### config.mk
export PLATFORM = sky130hd
export DESIGN_NAME = rdpm_mapper
export DESIGN_NICKNAME = d
export VERILOG_FILES = /design/src/design/rdpm_pkg.sv /design/src/design/rdpm_mapper.sv
export SDC_FILE = /design/constraint.sdc
export NUM_CORES = 1
export LEC_CHECK = 0
export BUFFER_PORTS_ARGS = -buffer_cell sky130_fd_sc_hd__buf_2
export CORE_AREA = 2 2 39 41
export DETAILED_ROUTE_END_ITERATION = 8
export DIE_AREA = 0 0 41 43
export PLACE_DENSITY = 0.9
export SYNTH_ARGS = -nofsm -noshare
export SYNTH_HDL_FRONTEND = slang
export SYNTH_SLANG_ARGS = --single-unit
### constraint.sdc
create_clock -name vclk -period 1
set_clock_uncertainty 0.1 [all_clocks]
set_input_delay 0.1 -clock vclk [all_inputs]
set_output_delay 0.1 -clock vclk [all_outputs]
set_load 0.02 [all_outputs]
### src/design/rdpm_pkg.sv
package rdpm_pkg;

	// Defaults for the top-level parameters
	localparam int RAM_BANKS_DEF  = 5;
	localparam int BOOT_DEPTH_DEF = 32768;

	// Big address: page (3 bits) above the 16-bit CPU address
	localparam int ADDR_W = 16;
	localparam int BIG_W  = 19;
	localparam int PHYS_W = 19;
	localparam int DATA_W = 8;
	localparam int BANK_SIZE = 65536;

	typedef enum logic [1:0] {
		MODE_READ      = 2'd0,
		MODE_WRITE     = 2'd1,
		MODE_MAPPER    = 2'd2,
		MODE_BOOT_LOAD = 2'd3
	} op_t;

	// Mapper mode register bits
	localparam int MM_WIN_E000 = 7;
	localparam int MM_WIN_8000 = 6;
	localparam int MM_WIN_A000 = 5;
	localparam int MM_STACK_EN = 4;

	// Address bits 15:13 that select each window
	localparam logic [2:0] SEG_8000 = 3'd4;
	localparam logic [2:0] SEG_A000 = 3'd5;
	localparam logic [2:0] SEG_C000 = 3'd6;
	localparam logic [2:0] SEG_E000 = 3'd7;

	typedef struct packed {
		logic [BIG_W-1:0]  big;
		logic [PHYS_W-1:0] phys;
	} map_t;

endpackage

### src/design/rdpm_mapper.sv
module rdpm_mapper (
	input  logic [7:0]                     mapper_mode,
	input  logic [rdpm_pkg::ADDR_W-1:0]    address,
	input  logic                           stack_request,
	output rdpm_pkg::map_t                 map
);
	import rdpm_pkg::*;

	logic [2:0] seg;
	logic [2:0] win_page;
	logic [2:0] stk_page;
	logic [2:0] page;

	assign seg      = address[ADDR_W-1:ADDR_W-3];
	assign win_page = {1'b0, mapper_mode[1:0]} + 3'd1;
	assign stk_page = {1'b0, mapper_mode[3:2]} + 3'd1;

	always_comb begin
		page = 3'd0;
		if (mapper_mode[MM_STACK_EN] && stack_request) begin
			page = stk_page;
		end else if (mapper_mode[MM_WIN_A000] && (seg == SEG_A000 || seg == SEG_C000)) begin
			page = win_page;
		end else if (mapper_mode[MM_WIN_8000] && seg == SEG_8000) begin
			page = win_page;
		end else if (mapper_mode[MM_WIN_E000] && seg == SEG_E000) begin
			page = win_page;
		end
	end

	// Page lands above the 16-bit address, so the add is a concatenation
	assign map.big  = {page, address};
	// Bank interleave: keep 18:15, move 12:0 up by two, bring 14:13 down
	assign map.phys = {map.big[18:15], map.big[12:0], map.big[14:13]};

endmodule

==> results of run 1 <==
-- final timing paths --
kind / start / to / cells past startpoint
max: address[14] / map[17] / 5
min: address[9] / map[11] / 0
-- stage by stage --
stage / worst slack, ns / hold slack [ns]
finish: -0.09827 / 0.1000
global route: -0.1250 / 0.1000
CTS: -0.1184 / 0.1002
detailed placement: -0.1419 / 0.1002
global placement: -0.1329 / 0.1002
floorplan: -0.05340 / 0.1851
-- cell usage after synthesis --
| master | instances |
|---|---|
| o22ai_1 | 1 |
| nand2_1 | 4 |
| mux2i_1 | 2 |
| nand2b_1 | 2 |
| o21ai_1 | 2 |
| o22a_1 | 1 |
| ha_1 | 2 |
| nand3_1 | 2 |
| buf_4 | 35 |
-- layout by cell type, fill, tap and decap left out, drive strengths merged --
cell	count
buf	27
ha	2
mux2i	2
nand2	4
nand2b	2
nand3	2
o21ai	2
o22a	1
o22ai	1
-- per-layer routing --
metal / track usage / routed length (um) / vias to the layer above
li1: - / - / 114
met1: 0.04430 / 184 / 98
met2: 0.1594 / 324 / 23
met3: 0.005236 / 120 / 4
met4: 0.02667 / 8 / 0
met5: 0 / 0 / -
-- kinds of logic after synthesis --
group / share of synthesized area
buf+inv: 0.7095
compound gates: 0.06758
simple gates: 0.1013
fa+ha+maj: 0.06756
mux: 0.05406
-- final cells by class --
cell class	count	share of cell area
Multi-Input combinational cell	16	0.4290
Tap cell	16	0.05281
Timing Repair Buffer	27	0.5182
-- where the power goes --
part           internal (mW)  leakage (nW)  switching, mW
combinational          0.105         0.191          0.106
sequential                 0             0              0
clock                      0             0              0
==> results.md, run 1 <==
- Status: complete, but fails checks
- Failing checks: setup timing
- Required time worst endpoint: 0.80 ns
- Reg area: 0 sq um
- First-pass GRT wire length: 883 um
- Non-Filler Instances: 59
- Syn Nets: 78
- Gr ovfl total: 0
- Antenna diode count: 0
- Setup TNS: -0.5498 ns
- I/O pin count: 63
- PortBufs: 24
- Worst path slowest cell: o22a_4
- Final core utilization: 0.2740
- Power per cell area: 556.4 nW/um^2
- Final Hold Viols: 0
- Crit path capture type: primary output
- Post-Route WL: 637 um
- Leading area contributor after synthesis: buf_4
- Buf+Inv Stages, Crit Path: 2
- P_leak: 0.1914 nW
- First DRT Iteration DRCs: 0
- CP Launch Type: primary input
- Final Wtd Congestion: 0.4785
- Critical path, cell by cell: buf_8 > nand2b_4 > o22a_4 > o21ai_4 > buf_6
- Die area: 1763 sq um
- Clock Buffer Count: 0
- Setup violations, final: 6
- Mean area per synthesized cell: 7.262 sq um
- RSZ-0062 raised after global routing: yes
- Filler cells: 146
- Max Clk Rate: 910.5 MHz
- Kind of cell adding the most delay to the critical path: compound AO/OA/AOI/OAI gates
- Multi-input logic area: 162.7 sq um
- DR pass1 iterations: 1
- Nets: 72
- Die width: 41 um
- Yosys cell types: 9
- Synth-to-layout area growth: 2.365%
- Starting Density: 0.2676
- Cell Count Post-Placement: 59
- Total track usage: 0.06993
- Post-Syn Instances: 51
- Routed vias: 239
- CP peak stage delay: 0.27 ns
- Post-layout power: 0.2109 mW
- Antenna Nets Post-Route: 0
- Antenna violations before repair: 0
- Min-delay worst type: in2out
- Vias in the first global route: 238
- Sequential cells: 0
- Number of vias per cell: 4.051
- Sequential fraction of the synthesis area: 0
- Crit path DAT: 0.90 ns
- Core area: 1384 sq um
- WS Path Type: in2out
- Post-CTS Hold Buffers: 0
- Post-place instance area: 322.8 sq um
- Number of remaining DRC errors: 0
- Worst-Margin Slew: 0.1710 ns
- Post_cts resized: 14
- Max Cap Viol: 0
- Die span in y: 43 um
- Final worst setup slack: -0.09827 ns
- Max Slew Vio Count: 0
- Final period utilization: 1.098
- Rel. slew slack: 0.8828
- Detail-routed net length per standard cell: 10.80 um
- IR Drop Worst-Case VDD: 0.08559 mV
- Min Clock Period, post-route: 1.098 ns
- Top cell type's share of synthesized area: 0.7095
- Fraction of layout cells with a size suffix above 1: 0.7674
- Worst-path maximum fanout: 4
- Finished Cell Area: 379.1 sq um
- Postcts setup bufs: 0
- Pin count of the biggest net entering global routing: 5
- HPWL Detailed: 546.2 um
- Synth warn: 0
- Synthesized area: 370.4 sq um
- Leading post-synthesis cells by cell area: buf_4 71%, ha_1 6.8%, mux2i_1 5.4%
- # rows: 14
Power figures use the tool's default switching activity.
==> inputs of run 2 (changes only) <==
==> constraint.sdc (replaced) <==
create_clock -name vclk -period 1.2
set_clock_uncertainty 0.1 [all_clocks]
set_input_delay 0.12 -clock vclk [all_inputs]
set_output_delay 0.12 -clock vclk [all_outputs]
set_load 0.02 [all_outputs]
==> run 2 against run 1 <==
Compared with the run above:
- the flow now finishes without violations
- worst hold slack improved by 0.040 ns
- combinational power fell by 27%
- wire length fell by 7.5%
- largest power group unchanged
==> results.md, run 2 (synthesized netlist as in run 1, its figures left out) <==
- Vias in the first global route: 165 (-31%)
- Die area: 1763 sq um (unchanged)
- Number of remaining DRC errors: 0 (unchanged)
- IR Drop Worst-Case VDD: 0.1099 mV (+28%)
- Setup violations, final: 0 (-6)
- Worst-Margin Slew: 0.1650 ns (-0.005994 ns)
- P_leak: 0.1697 nW (-11%)
- Die width: 41 um (unchanged)
- Power per cell area: 472.1 nW/um^2 (-15%)
- Psw: 0.08322 mW (-22%)
- Min Clock Period, post-route: 1.194 ns
- Antenna violations before repair: 0 (unchanged)
- Postcts setup bufs: 0 (unchanged)
- Antenna diode count: 0 (unchanged)
- Core area: 1384 sq um (unchanged)
- Antenna Nets Post-Route: 0 (unchanged)
- First-pass GRT wire length: 600 um (-32%)
- Final Hold Viols: 0 (unchanged)
- Fraction of layout cells with a size suffix above 1: 0.7250 (-0.04244)
- Final Wtd Congestion: 0.7516 (+57%)
- Reg area: 0 sq um (unchanged)
- Clk pwr share: 0 (unchanged)
- Detail-routed net length per standard cell: 10.52 um (-2.6%)
- Commonest non-fill, non-tap cell in the layout: buf_2
- Number of vias per cell: 4.125 (+1.8%)
- CP Launch Type: primary input
- Die span in y: 43 um (unchanged)
- Synth-to-layout area growth: -11.82%
- Commonest cells after routing, fill and taps aside: 18 x buf_2, 5 x buf_6, 4 x nand2_1
- Switch share: 0.5399 (+0.03560)
- Share of power burned in registers: 0 (unchanged)
- # rows: 14 (unchanged)
- Max Clk Rate: 837.5 MHz
- Sequential cells: 0 (unchanged)
- Post-CTS Hold Buffers: 0 (unchanged)
- Max Slew Vio Count: 0 (unchanged)
- Setup TNS: 0 ns (+0.5498 ns)
- Setup WS pre-CTS: -0.02062 ns (+0.1213 ns)
- Pin count of the biggest net entering global routing: 5 (unchanged)
- Crit path DAT: 0.97 ns (+0.07 ns)
- P_int: 0.07094 mW (-32%)
- Clock Buffer Count: 0 (unchanged)
- First DRT Iteration DRCs: 0 (unchanged)
- Crit path capture type: primary output
- Comb power frac: 1.000 (about the same)
- Routed vias: 231 (-3.3%)
- Max Cap Viol: 0 (unchanged)
- Worst-path maximum fanout: 4 (unchanged)
- PortBufs: 24 (unchanged)
- Min-delay worst type: in2out
- Status: completed
- Gr ovfl total: 0 (unchanged)
- Total track usage: 0.04595 (-0.02398)
- Final period utilization: 0.9950
- Post-Route WL: 589 um (-7.5%)
- Rel. slew slack: 0.8869 (+0.004110)
- DR pass1 iterations: 1 (unchanged)
- Final worst setup slack: 0.005984 ns (+0.1043 ns)
- I/O pin count: 63 (unchanged)
- Nets: 69 (-4.2%)
- Required time worst endpoint: 0.98 ns (+0.18 ns)
- WS Path Type: in2out
- Starting Density: 0.2676 (unchanged)
==> run 2: cell types whose count changed in the layout (fill, tap and decap cells not counted) <==
cell     change
buf_8        -1
buf_6        -2
nand2_2      -1
buf_4        -2
o21ai_4      -1
buf_2        +2
nand2_1      +1
o21ai_2      +1
==> run 2: timing repair <==
item | in CTS | in global routing
gates resized for setup | 3 | 15
pin swaps | 0 | 4
setup endpoints to repair | 2 | 6
gates cloned | 0 | 0
==> run 2: cell type report <==
type / count / area (sq um)
Tap cell: 16 / 20.02
Timing Repair Buffer: 24 / 153.9
Multi-Input combinational cell: 16 / 152.6
Fill cell: 150 / 1057
==> run 2: through the flow <==
stage	power (mW)	instance area [sq um]	hold slack, ns	utilization	cells
CTS	0.1201	262.8	0.1402	0.1899	56
floorplan	0.2143	376.6	0.2526	-	51
global route	0.1669	326.6	0.1400	0.2360	56
detailed placement	0.1160	254.0	0.1402	0.1835	56
finish	0.1542	326.6	0.1400	0.2360	56
global placement	0.1139	254.0	0.1402	0.1835	56
==> run 2: critical path: stages <==
cell      delay, ns
buf_2          0.12
nand2b_4       0.14
o22a_4         0.27
o21ai_2        0.18
buf_6          0.15
==> run 2: per-layer routing <==
layer  share of wire  wire [um]  track usage  vias up
li1                -          -            -      109
met1            0.26        151      0.03797       96
met2            0.53        312      0.08750       24
met3            0.20        120      0.01571        2
met4          0.0085          5      0.02000        0
met5               0          0            0        -
==> run 2: path summary, 6_finish.rpt <==
kind | start | end | slack [ns] | cells past startpoint
max | address[14] | map[17] | 0.006 | 5
min | address[7] | map[26] | 0.14 | 0
==> run 2: power by group through the flow <==
stage	clock, mW	sequential (mW)	combinational (mW)
after detailed placement	0	0	0.116
after floorplan	0	0	0.214
final	0	0	0.154
after global placement	0	0	0.114
after CTS	0	0	0.120
after global routing	0	0	0.167
